--- src/hdl/reader_frame_decoder_macros.svh ---
// Assertion macros shared by the reader frame decoder RTL.
// Each macro expects signals named clk and arst_n in the using module.
`ifndef READER_FRAME_DECODER_MACROS_SVH
`define READER_FRAME_DECODER_MACROS_SVH

// Same-cycle implication, disabled while reset is active.
`define RFD_ASSERT_NOW(label, ante, cons, msg) \
	label: assert property (@(posedge clk) disable iff (!arst_n) (ante) |-> (cons)) \
		else $error(msg);

// Next-cycle implication, disabled while reset is active.
`define RFD_ASSERT_NEXT(label, ante, cons, msg) \
	label: assert property (@(posedge clk) disable iff (!arst_n) (ante) |=> (cons)) \
		else $error(msg);

`endif

--- src/hdl/rfd_pkg.sv ---
// Shared types and constants for the reader frame decoder.
// No dependencies; rfd_frame_check, rfd_out_stage and the top level import this package.
package rfd_pkg;

	localparam int MAX_DATAGRAM_DEF = 128;

	localparam logic [7:0] START_MARKER_RST = 8'h02;
	localparam logic [7:0] END_MARKER_RST   = 8'h03;

	// Configuration register indexes.
	localparam logic CFG_START_MARKER = 1'b0;
	localparam logic CFG_END_MARKER   = 1'b1;

	localparam int MIN_FRAME_BYTES = 7;
	localparam int FRAME_OVERHEAD  = 6;
	localparam int FIRST_DATA_POS  = 5;
	localparam int LEN_POS         = 3;
	localparam int STATUS_POS      = 4;

	typedef enum logic {
		KIND_DATA    = 1'b0,
		KIND_VERDICT = 1'b1
	} kind_t;

	typedef enum logic [2:0] {
		V_OK     = 3'd0,
		V_SHORT  = 3'd1,
		V_START  = 3'd2,
		V_LENGTH = 3'd3,
		V_END    = 3'd4,
		V_CHECK  = 3'd5
	} verdict_t;

	typedef struct packed {
		kind_t      kind;
		logic [7:0] value;
		verdict_t   verdict;
	} result_t;

endpackage

--- src/hdl/rfd_in_stage.sv ---
// Input register of the reader frame decoder: holds one received byte.
// No package dependencies; the stream handshake is plain valid/ready.
module rfd_in_stage (
	input  logic       clk,
	input  logic       arst_n,
	input  logic       s_tvalid,
	output logic       s_tready,
	input  logic [7:0] s_tdata,   // [7:0] rx_byte
	input  logic       s_tlast,   // end_of_datagram
	input  logic       advance,
	output logic       valid_s1,
	output logic [7:0] byte_s1,
	output logic       last_s1
);

	assign s_tready = !valid_s1 || advance;

	always_ff @(posedge clk or negedge arst_n) begin
		if (!arst_n) begin
			valid_s1 <= 1'b0;
		end else if (s_tready) begin
			valid_s1 <= s_tvalid;
		end
	end

	always_ff @(posedge clk) begin
		if (s_tvalid && s_tready) begin
			byte_s1 <= s_tdata;
			last_s1 <= s_tlast;
		end
	end

endmodule

--- src/hdl/rfd_frame_check.sv ---
// Frame state and per-byte checking logic of the reader frame decoder.
// Depends on rfd_pkg and reader_frame_decoder_macros.svh.
`include "reader_frame_decoder_macros.svh"

module rfd_frame_check #(
	parameter int MAX_DATAGRAM = rfd_pkg::MAX_DATAGRAM_DEF
) (
	input  logic            clk,
	input  logic            arst_n,
	input  logic            advance,
	input  logic [7:0]      rx_byte,
	input  logic            last,
	input  logic [7:0]      start_marker,
	input  logic [7:0]      end_marker,
	output logic            has_result,
	output rfd_pkg::result_t result
);
	import rfd_pkg::*;

	localparam logic [7:0] MaxPos = 8'(MAX_DATAGRAM);

	logic [7:0] pos_q;
	logic [7:0] xor_q;
	logic [7:0] len_q;
	logic [7:0] status_q;
	logic [7:0] check_q;
	verdict_t   first_err_q;

	verdict_t   err_eff;
	verdict_t   verdict;
	logic [8:0] total;
	logic [8:0] len_plus_ovh;
	logic [8:0] len_plus_three;
	logic [7:0] calc;
	logic       data_out;

	always_comb begin
		// A datagram that has run past the size limit is a length error
		// unless its start was already bad.
		err_eff = first_err_q;
		if (pos_q >= MaxPos && first_err_q == V_OK) begin
			err_eff = V_LENGTH;
		end
		total          = {1'b0, pos_q} + 9'd1;
		len_plus_ovh   = {1'b0, len_q} + 9'(FRAME_OVERHEAD);
		len_plus_three = {1'b0, len_q} + 9'(LEN_POS);
		calc           = xor_q ^ check_q;

		if (total < 9'(MIN_FRAME_BYTES)) begin
			verdict = V_SHORT;
		end else if (err_eff != V_OK) begin
			verdict = err_eff;
		end else if (len_q == 8'h00 || total != len_plus_ovh) begin
			verdict = V_LENGTH;
		end else if (rx_byte != end_marker) begin
			verdict = V_END;
		end else if (calc != check_q) begin
			verdict = V_CHECK;
		end else begin
			verdict = V_OK;
		end

		data_out = pos_q >= 8'(FIRST_DATA_POS) && pos_q < MaxPos &&
			{1'b0, pos_q} <= len_plus_three;
	end

	always_comb begin
		has_result = last || data_out;
		if (last) begin
			result.kind    = KIND_VERDICT;
			result.value   = status_q;
			result.verdict = verdict;
		end else begin
			result.kind    = KIND_DATA;
			result.value   = rx_byte;
			result.verdict = V_OK;
		end
	end

	always_ff @(posedge clk or negedge arst_n) begin
		if (!arst_n) begin
			pos_q       <= 8'h00;
			xor_q       <= 8'h00;
			len_q       <= 8'h00;
			status_q    <= 8'h00;
			check_q     <= 8'h00;
			first_err_q <= V_OK;
		end else if (advance) begin
			if (last) begin
				pos_q       <= 8'h00;
				xor_q       <= 8'h00;
				len_q       <= 8'h00;
				status_q    <= 8'h00;
				check_q     <= 8'h00;
				first_err_q <= V_OK;
			end else begin
				if (pos_q == 8'h00) begin
					first_err_q <= (rx_byte != start_marker) ? V_START : err_eff;
				end else begin
					first_err_q <= err_eff;
					xor_q       <= xor_q ^ rx_byte;
				end
				if (pos_q == 8'(LEN_POS)) begin
					len_q <= rx_byte;
				end
				if (pos_q == 8'(STATUS_POS)) begin
					status_q <= rx_byte;
				end
				check_q <= rx_byte;
				if (pos_q != 8'hFF) begin
					pos_q <= pos_q + 8'd1;
				end
			end
		end
	end

	`RFD_ASSERT_NEXT(a_clear_after_last, advance && last,
		pos_q == 8'h00 && first_err_q == V_OK, "frame state not cleared after last byte")
	`RFD_ASSERT_NOW(a_err_codes, 1'b1,
		first_err_q == V_OK || first_err_q == V_START || first_err_q == V_LENGTH,
		"unexpected stored error code")
	`RFD_ASSERT_NOW(a_no_early_data, advance && has_result && !last,
		pos_q >= 8'(FIRST_DATA_POS), "data byte emitted from frame header")

endmodule

--- src/hdl/rfd_out_stage.sv ---
// Result register of the reader frame decoder and its stream handshake.
// Depends on rfd_pkg for the result type.
module rfd_out_stage (
	input  logic             clk,
	input  logic             arst_n,
	input  logic             load,
	input  rfd_pkg::result_t result,
	output logic             free,
	output logic             m_tvalid,
	input  logic             m_tready,
	output logic [15:0]      m_tdata,  // [7:0] value, [10:8] verdict, [15:11] zero
	output logic             m_tuser   // item_kind
);
	import rfd_pkg::*;

	result_t res_s2;

	assign free = !m_tvalid || m_tready;

	always_ff @(posedge clk or negedge arst_n) begin
		if (!arst_n) begin
			m_tvalid <= 1'b0;
		end else if (load) begin
			m_tvalid <= 1'b1;
		end else if (m_tready) begin
			m_tvalid <= 1'b0;
		end
	end

	always_ff @(posedge clk) begin
		if (load) begin
			res_s2 <= result;
		end
	end

	assign m_tdata = {5'b00000, res_s2.verdict, res_s2.value};
	assign m_tuser = res_s2.kind;

endmodule

--- src/hdl/reader_frame_decoder.sv ---
// Reader frame decoder top level: checks STX/ETX framed datagrams with XOR BCC.
// Depends on rfd_pkg, rfd_in_stage, rfd_frame_check, rfd_out_stage and the macros header.
//
//   channel  direction  payload
//   s_*      in         tdata[7:0] rx_byte, tlast end_of_datagram
//   m_*      out        tdata[7:0] value, tdata[10:8] verdict, tuser item_kind
//   cfg_*    in         cfg_index 0 start marker, 1 end marker, cfg_data 8 bit
//
// One byte per cycle unless m_tready stalls; bytes pass the input and result registers.
// The rate is set by the single pass of frame logic between input and result registers.
// Reset clears the frame state and loads start 0x02 and end 0x03 markers.
// A stalled m_tready holds the result register, then the input register, then s_tready.
`include "reader_frame_decoder_macros.svh"

module reader_frame_decoder #(
	parameter int MAX_DATAGRAM = rfd_pkg::MAX_DATAGRAM_DEF
) (
	input  logic        clk,
	input  logic        arst_n,
	input  logic        s_tvalid,
	output logic        s_tready,
	input  logic [7:0]  s_tdata,   // [7:0] rx_byte
	input  logic        s_tlast,   // end_of_datagram
	output logic        m_tvalid,
	input  logic        m_tready,
	output logic [15:0] m_tdata,   // [7:0] value, [10:8] verdict, [15:11] zero
	output logic        m_tuser,   // item_kind
	input  logic        cfg_we,
	input  logic        cfg_index,
	input  logic [7:0]  cfg_data
);
	import rfd_pkg::*;

	logic       start_wr;
	logic [7:0] start_marker_q;
	logic [7:0] end_marker_q;
	logic       valid_s1;
	logic [7:0] byte_s1;
	logic       last_s1;
	logic       out_free;
	logic       advance;
	logic       has_result;
	result_t    result;

	assign advance  = valid_s1 && out_free;
	assign start_wr = cfg_we && cfg_index == CFG_START_MARKER;

	always_ff @(posedge clk or negedge arst_n) begin
		if (!arst_n) begin
			start_marker_q <= START_MARKER_RST;
			end_marker_q   <= END_MARKER_RST;
		end else if (cfg_we) begin
			if (start_wr) begin
				start_marker_q <= cfg_data;
			end
			if (cfg_index == CFG_END_MARKER) begin
				end_marker_q <= cfg_data;
			end
		end
	end

	rfd_in_stage u_in (
		.clk      (clk),
		.arst_n   (arst_n),
		.s_tvalid (s_tvalid),
		.s_tready (s_tready),
		.s_tdata  (s_tdata),
		.s_tlast  (s_tlast),
		.advance  (advance),
		.valid_s1 (valid_s1),
		.byte_s1  (byte_s1),
		.last_s1  (last_s1)
	);

	rfd_frame_check #(
		.MAX_DATAGRAM (MAX_DATAGRAM)
	) u_check (
		.clk          (clk),
		.arst_n       (arst_n),
		.advance      (advance),
		.rx_byte      (byte_s1),
		.last         (last_s1),
		.start_marker (start_marker_q),
		.end_marker   (end_marker_q),
		.has_result   (has_result),
		.result       (result)
	);

	rfd_out_stage u_out (
		.clk      (clk),
		.arst_n   (arst_n),
		.load     (advance && has_result),
		.result   (result),
		.free     (out_free),
		.m_tvalid (m_tvalid),
		.m_tready (m_tready),
		.m_tdata  (m_tdata),
		.m_tuser  (m_tuser)
	);

	`RFD_ASSERT_NOW(a_data_verdict_zero, m_tvalid && m_tuser == KIND_DATA,
		m_tdata[10:8] == V_OK, "data item carries a verdict")
	`RFD_ASSERT_NOW(a_stall_reason, !s_tready, valid_s1 && m_tvalid && !m_tready,
		"input stalled without a full pipeline")
	`RFD_ASSERT_NEXT(a_last_gives_result, advance && last_s1,
		m_tvalid && m_tuser == KIND_VERDICT, "final byte did not yield a verdict")

endmodule
--- config.mk ---
export PLATFORM = sky130hd
export DESIGN_NAME = reader_frame_decoder
export DESIGN_NICKNAME = d
export VERILOG_FILES = /design/src/hdl/rfd_pkg.sv /design/src/hdl/rfd_in_stage.sv /design/src/hdl/rfd_frame_check.sv /design/src/hdl/rfd_out_stage.sv /design/src/hdl/reader_frame_decoder.sv
export VERILOG_INCLUDE_DIRS = /design/src /design/src/hdl
export SDC_FILE = /design/constraint.sdc
export NUM_CORES = 1
export LEC_CHECK = 0
export BUFFER_PORTS_ARGS = -buffer_cell sky130_fd_sc_hd__buf_2
export CELL_PAD_IN_SITES_DETAIL_PLACEMENT = 1
export CELL_PAD_IN_SITES_GLOBAL_PLACEMENT = 1
export CORE_ASPECT_RATIO = 1.25
export CORE_MARGIN = 2
export CORE_UTILIZATION = 27
export CTS_CLUSTER_DIAMETER = 30
export DETAILED_ROUTE_END_ITERATION = 7
export MAX_ROUTING_LAYER = met4
export PLACE_DENSITY_LB_ADDON = 0.08
export SLEW_MARGIN = 30
export SYNTH_ARGS = -nofsm -noshare
export SYNTH_HDL_FRONTEND = slang
export SYNTH_SLANG_ARGS = --single-unit
export TNS_END_PERCENT = 5
--- constraint.sdc ---
create_clock -name clk -period 8.6 [get_ports clk]
set_input_delay 0 -clock clk [delete_from_list [all_inputs] [get_ports clk]]
set_output_delay 0 -clock clk [all_outputs]
set_load 0.01 [all_outputs]
== Yosys cells after proc, flatten, opt, wreduce, memory -nomap -nowiden ==
Index checks and enable logic that the tools add are counted.

* Bits in latches: 0
* ROM bits: 0
* Bits in registers: 82
* Bits in writable memories: 0
* Memories kept: 0
* Word-level logic and storage cells: 86
* Output and inout bits: 19

* Bitwise operators: 4
* Shift operators: 0
* Reductions and logical operators: 28
* Eq/ne operators: 8
* Divide/modulo/power cells: 0
* Magnitude comparators: 5
* Multiply operators: 0
* Multiplexer cells: 21
* Add/subtract/negate cells: 4

{| class="wikitable"
|+ Operators by type and width
! kind !! number
|-
| $mux 8 || 9
|-
| $mux 3 || 9
|-
| $ne 8x8->1 || 3
|-
| $logic_not 8->1 || 2
|-
| $xor 8x8->8 || 2
|-
| $mux 12 || 1
|-
| $reduce_and 2->1 || 6
|-
| $add 8x1->9 const B || 1
|-
| $add 8x2->9 const B || 1
|-
| $add 8x3->9 const B || 1
|-
| $le 8x9->1 || 1
|-
| $lt 9x3->1 const B || 1
|-
| $ne 9x9->1 || 1
|-
| $add 8x1->8 const B || 1
|-
| $eq 8x2->1 const B || 1
|-
| $eq 8x3->1 const B || 1
|-
| $ge 8x3->1 const B || 1
|-
| $ge 8x8->1 const B || 1
|-
| $lt 8x8->1 const B || 1
|-
| $ne 8x8->1 const B || 1
|-
| $reduce_bool 2->1 || 4
|-
| $logic_and 1x1->1 || 7
|-
| $logic_or 1x1->1 || 4
|-
| $logic_not 3->1 || 1
|-
| other kinds (6) || 9
|}

== Longest topological paths before layout ==
* Word-level depth: 8
* Gate-level depth with buffers: 12
* Depth with buffers taken out: 12

== Cells and area by module ==
Synthesis repeated with hierarchy kept, for this count alone.

* Cells, all modules: 360
* Area total of the unflattened synthesis: 4122.7 µm²

{| class="wikitable"
|+ Modules (own cells, without submodules)
! module !! instances !! area an instance (µm²) !! sequential area each (µm²) !! cells an instance
|-
| rfd_frame_check || 1 || 2691.3 || 875.8 || 289
|-
| reader_frame_decoder || 1 || 658.1 || 404.1 || 37
|-
| rfd_out_stage || 1 || 449.2 || 385.4 || 21
|-
| rfd_in_stage || 1 || 324.1 || 295.3 || 13
|}

== Worst setup path before layout ==
OpenSTA, ideal clock, no wires.

* Kind: register -> register
* Start: register u_check.len_q[1]
* End: register u_out.res_s2 (netlist bit u_out.m_tdata[0]), enable pin
* Slack: 5.718 ns
* Buffers on the path: 0
* Data arrival time: 2.501 ns
* Setup time: 0.380 ns
* Stages on the path, launching flop included: 12
* Cell sequence: dfrtp_1 > inv_1 > ha_1 > nor3_1 > xnor2_1 > ha_1 > a21o_1 > a21oi_1 > o2111ai_1 > nand3_1 > a21oi_1 > nor2_1

* Longest elaborated chain between the ends: 5

{| class="wikitable"
|+ Ends and longest elaborated chain
! item !! RTL line !! RTL
|-
| start, declared || rfd_frame_check.sv:24 || <nowiki>logic [7:0] len_q;</nowiki>
|-
| start signal, assigned || rfd_frame_check.sv:104 || <nowiki>len_q <= rx_byte;</nowiki>
|-
| $add 8x2->9 || rfd_frame_check.sv:46 || <nowiki>len_plus_three = {1'b0, len_q} + 9'(LEN_POS);</nowiki>
|-
| $le 8x9->1 (implied by the code) || rfd_frame_check.sv:64 || <nowiki>{1'b0, pos_q} <= len_plus_three;</nowiki>
|-
| $logic_and 1x1->1 || rfd_frame_check.sv:63 || <nowiki>data_out = pos_q >= 8'(FIRST_DATA_POS) && pos_q < MaxPos &&</nowiki>
|-
| $logic_or 1x1->1 || rfd_frame_check.sv:68 || <nowiki>has_result = last || data_out;</nowiki>
|-
| $logic_and 1x1->1 || reader_frame_decoder.sv:92 || <nowiki>.load (advance && has_result),</nowiki>
|-
| via u_out.load || rfd_out_stage.sv:6 || <nowiki>input logic load,</nowiki>
|-
| end signal, assigned || rfd_out_stage.sv:32 || <nowiki>res_s2 <= result;</nowiki>
|-
| end, declared || rfd_out_stage.sv:16 || <nowiki>result_t res_s2;</nowiki>
|}

The timed path passes the listed nets, and every way through them passes these cells.
A chain may end at the register's enable or synchronous reset.

== Final worst setup path ==
Ends and elaborated chain as after synthesis.

==> results by stage <==
Floorplan:
- The effective utilization at floorplan is 27.4%.
- The core region is 15400 um2.
- The floorplan step set the die width to 116 um.
- The floorplan step set the die height to 144 um.
- The die area is 16700 um2.
- Pin placement for this block handled 42 I/O pins.
- The count of standard-cell rows is 51.

STA:
- At the pin with the least slew margin, the transition time is 0.757 ns.
- Final hold analysis gives a worst-case slack of 0.0824 ns.
- The count of endpoints failing setup in the final report is 0.
- Derived from the worst setup path, the maximum achievable clock frequency is 323 MHz.
- Setup repair after global routing left no endpoint under its margin.
- The clock arrives with 0.00594 ns of skew.
- The number of slew-limit violations in the final report came to 0.
- Measured against its own limit, the worst slew margin works out to 49.5%.
- Subtracting the final worst setup slack from the clock period gives 3.09 ns.
- Adding up every negative setup slack in the final design gives 0 ns.
- The number of hold-slack violations in the final timing report is 0.
- Dividing the final minimum period by the clock period gives 36.0%.

Power:
- The clock power share is 31.1%.
- The post-layout total power is 1100 uW.
- The worst-case IR drop observed on VDD is 0.0000956 V.
- The switching power is 357 uW.
- The power density relative to cell area is 221 nW/um2.
- The combinational power share is 23.9%.
- The internal power contribution is 745 uW.
- Net switching is 32.4% of the power.
- The share of total power dissipated in sequential elements is 45.0%.
- The leakage power figure is 0.00209 uW.

Logic synthesis:
- The most frequently used flop master after synthesis is dfrtp_1.
- Dividing the synthesized area by the synthesized cell count gives 10.3 um2.
- The number of standard cells after synthesis is 412.
- The portion of the post-synthesis area used by sequential elements is 46.4%.
- The area share of the largest cell type after synthesis is 29.6%.
- After synthesis the cells add up to 4220 um2.
- Summing the areas of all and, or, nand and nor instances in the mapped netlist gives 17.0% of the synthesized area.
- After synthesis, the most frequently instantiated cells are dfrtp_1, nand2_1, nor2_1.
- The biggest area contributor in the post-synthesis netlist is dfrtp_1.
- The main combinational cell family by area after synthesis is simple AND/OR/NAND/NOR gates.
- The count of state elements after synthesis is 74.
- After synthesis, the cell types taking the most area are dfrtp_1, edfxtp_1, xor2_1, ha_1, nand2_1.
- Of the total synthesized cell area, the portion taken by full adders, half adders and majority gates is 4.74%.
- For this run, the number of Yosys warnings is 0.
- In this run, distinct cell masters in the synthesized netlist total 60.
- The fraction of synthesized area in multiplexers is 6.40%.
- The complex-gate fraction of the synthesized area is 10.4%.
- Of all flip-flops after synthesis, the portion carrying an async set or reset was 71.6%.
- The post-synthesis xor/xnor area fraction is 9.98%.
- The number of flops mapped to enable cells by yosys is 21.

GRT:
- The initial antenna violation count is 0.
- The first global-routing pass estimated 18500 um of wire.
- Summed over all layers, the global routing overflow is 0.
- Entering global routing, the biggest net connects 54 pins.
- The number of global-route vias before repair came to 3278.
- The total global-route track usage is 15.6%.

Flow run:
- The number of violations of the max-capacitance limit is 0.

Route:
- The per-cell via count in the routed design is 4.63.
- The number of DRC markers after the initial detailed-route iteration is 123.
- The pre-antenna-repair detailed-routing pass consisted of 4 iterations.
- The average detailed-routed wire length per instance is 17.5 um.
- In the routed design, unresolved DRC markers number 0.
- The routed layout has 3112 vias.
- Once detail routing completed, the nets flagged for antenna violations numbered 0.
- The final layout contains routed wiring with a total length of 11700 um.

Worst hold path:
- The class of the most critical hold timing path is input pin to flip-flop.

Placed design:
- The routability-driven placement congestion ratio is 0.808.
- Detailed placement finished with a half-perimeter wire length of 8540 um.
- During placement, the flow inserted port buffers numbering 36.
- The cell count after placement is 637.

Status:
- The run finished with clean final reports.

Final layout:
- The antenna diode instance count is 0.
- Of the cells placed in the final design, the portion with a size suffix greater than 1 is 18.5%.
- From synthesis to final layout, the design area changed by 18.0%.
- For this run, the post-layout net count is 494.
- The share of the core filled with cells in the final layout is 32.3%.
- The non-filler instance count after layout is 672.

Worst setup path:
- STA classifies the critical path startpoint as a flip-flop.
- The critical path in this run is classified as flip-flop to flip-flop.
- The data arrival time of the critical path is 3.06 ns.
- The kind of end point of the critical path is a flip-flop.
- At the worst endpoint, the required time is 8.57 ns.
- The maximum fanout count along the critical path is 12.

Clocking:
- The number of clock buffers added by TritonCTS is 9.
- After clock tree synthesis, the clock-pin slew on the worst setup and hold paths is 0.06 ns.
- After clock tree synthesis, the setup repair step added 0 buffers.
- CTS placed an instance of clkbuf_16 at the clock tree root.
- The number of clock sinks is 74.
- The post-cts sizing count is 0.
- For the worst-skew pair, the clock arrives at the later sink with an insertion delay of 0.33 ns.
- The CTS tree is yes.
- Buffers inserted to repair hold after CTS numbered 19.
- The clock passes through at most 2 buffers.
- The H-tree depth is 3.
## metal layers
metal  track usage [%]  part of all wire [%]  up-vias
met1              18.9                    44     1557
met4              4.32                   1.2        0
met5                 -                     0        -
met2              26.8                    52       45
li1                  -                     -     1500
met3              2.40                   2.5       10
## area by class of cell
| cell class | instances | area (um2) |
|---|---|---|
| fillers | 1792 | 10500 |
| inverters | 11 | 41.3 |
| well taps | 212 | 265 |
| flip-flops and latches | 74 | 1960 |
| multi-input cells | 302 | 2070 |
| clock inverters | 5 | 30.0 |
| clock buffers | 11 | 233 |
| repair buffers | 57 | 385 |
## state kept, by name (all words and copies together), names as in the netlist
name,cells
u_in.byte_s1,8
u_check.status_q,8
u_out.m_tdata,11
u_check.pos_q,8
start_marker_q,8
u_in.last_s1,1
u_in.valid_s1,1
u_out.m_tvalid,1
u_out.m_tuser,1
end_marker_q,8
u_check.xor_q,8
u_check.first_err_q,3
u_check.len_q,8
## power groups by stage
stage | clock network [uW] | registers, uW | logic, uW
2_1_floorplan | 0 | 482 | 197
6_report | 342 | 497 | 263
3_3_place_gp | 0 | 502 | 257
5_1_grt | 370 | 507 | 300
3_5_place_dp | 0 | 504 | 262
4_1_cts | 354 | 499 | 269
## worst max-delay path: stages, from the launching register on
cell and delay (ns):
dfrtp_1 0.45, inv_1 0.12, ha_1 0.24, nor3_1 0.30, xnor2_1 0.17, ha_1 0.26
a21o_1 0.16, a21oi_1 0.18, o2111ai_1 0.13, nand3_1 0.11, a21oi_1 0.10, nor2_2 0.51
## through the flow
| stage | setup slack [ns] | cell area (um2) |
|---|---|---|
| finish | 5.51 | 4980 |
| global route | 5.28 | 4980 |
| CTS | 5.16 | 4980 |
| floorplan | 5.72 | 4240 |
| global placement | 5.25 | 4530 |
| detailed placement | 5.18 | 4530 |
## cell usage in the layout (no fill, tap or decap), types with 3 or more instances in the layout
master         netlist  final
a21o_1               3      3
a21oi_1             11     11
a22o_1               7      7
a31oi_1              4      4
and2_1               5      5
and3_1               4      4
buf_2                4     36
clkbuf_16            0      9
clkinv_2             0      3
conb_1               1      5
dfrtp_1             50     50
dfstp_2              3      3
dlygate4sd3_1        0     19
edfxtp_1            21     21
ha_1                16     16
inv_1               11     11
mux2_2              16     16
mux2i_1              9      9
nand2_1             50     50
nand2b_1            12     12
nand3_1             11     11
nand3b_1             3      3
nand4_1              4      4
nor2_1              30     29
nor3_1               5      5
nor4_1               6      6
o21ai_0              7      7
o21ai_1             17     17
xnor2_1             21     21
xor2_1              24     24
## logic make-up after synthesis
logic type / Yosys count
buffers and inverters: 40
AND/OR/NAND/NOR: 144
other: 1
multiplexers: 25
flip-flops: 74
adder cells (fa/ha/maj): 16
AO/OA/AOI/OAI: 66
XOR/XNOR: 46
## path summary, 6_finish.rpt
check                                                 from                              end  slack [ns]  depth (start not counted)
max                           u_check.len_q[1]$_DFFE_PN0P_       u_out.m_tdata[0]$_DFFE_PP_        5.51                         11
min                                               m_tready       u_out.m_tvalid$_DFFE_PN0P_        0.08                          3
max reg2reg                   u_check.len_q[1]$_DFFE_PN0P_       u_out.m_tdata[0]$_DFFE_PP_        5.51                         11
min reg2reg                u_check.status_q[2]$_DFFE_PN0P_  u_check.status_q[2]$_DFFE_PN0P_        0.51                          2
max in group asynchronous                           arst_n     u_check.xor_q[0]$_DFFE_PN0P_        7.74                          3
min in group asynchronous                           arst_n       u_out.m_tvalid$_DFFE_PN0P_        0.34                          3
No activity file was read; power rests on OpenSTA's default activity.
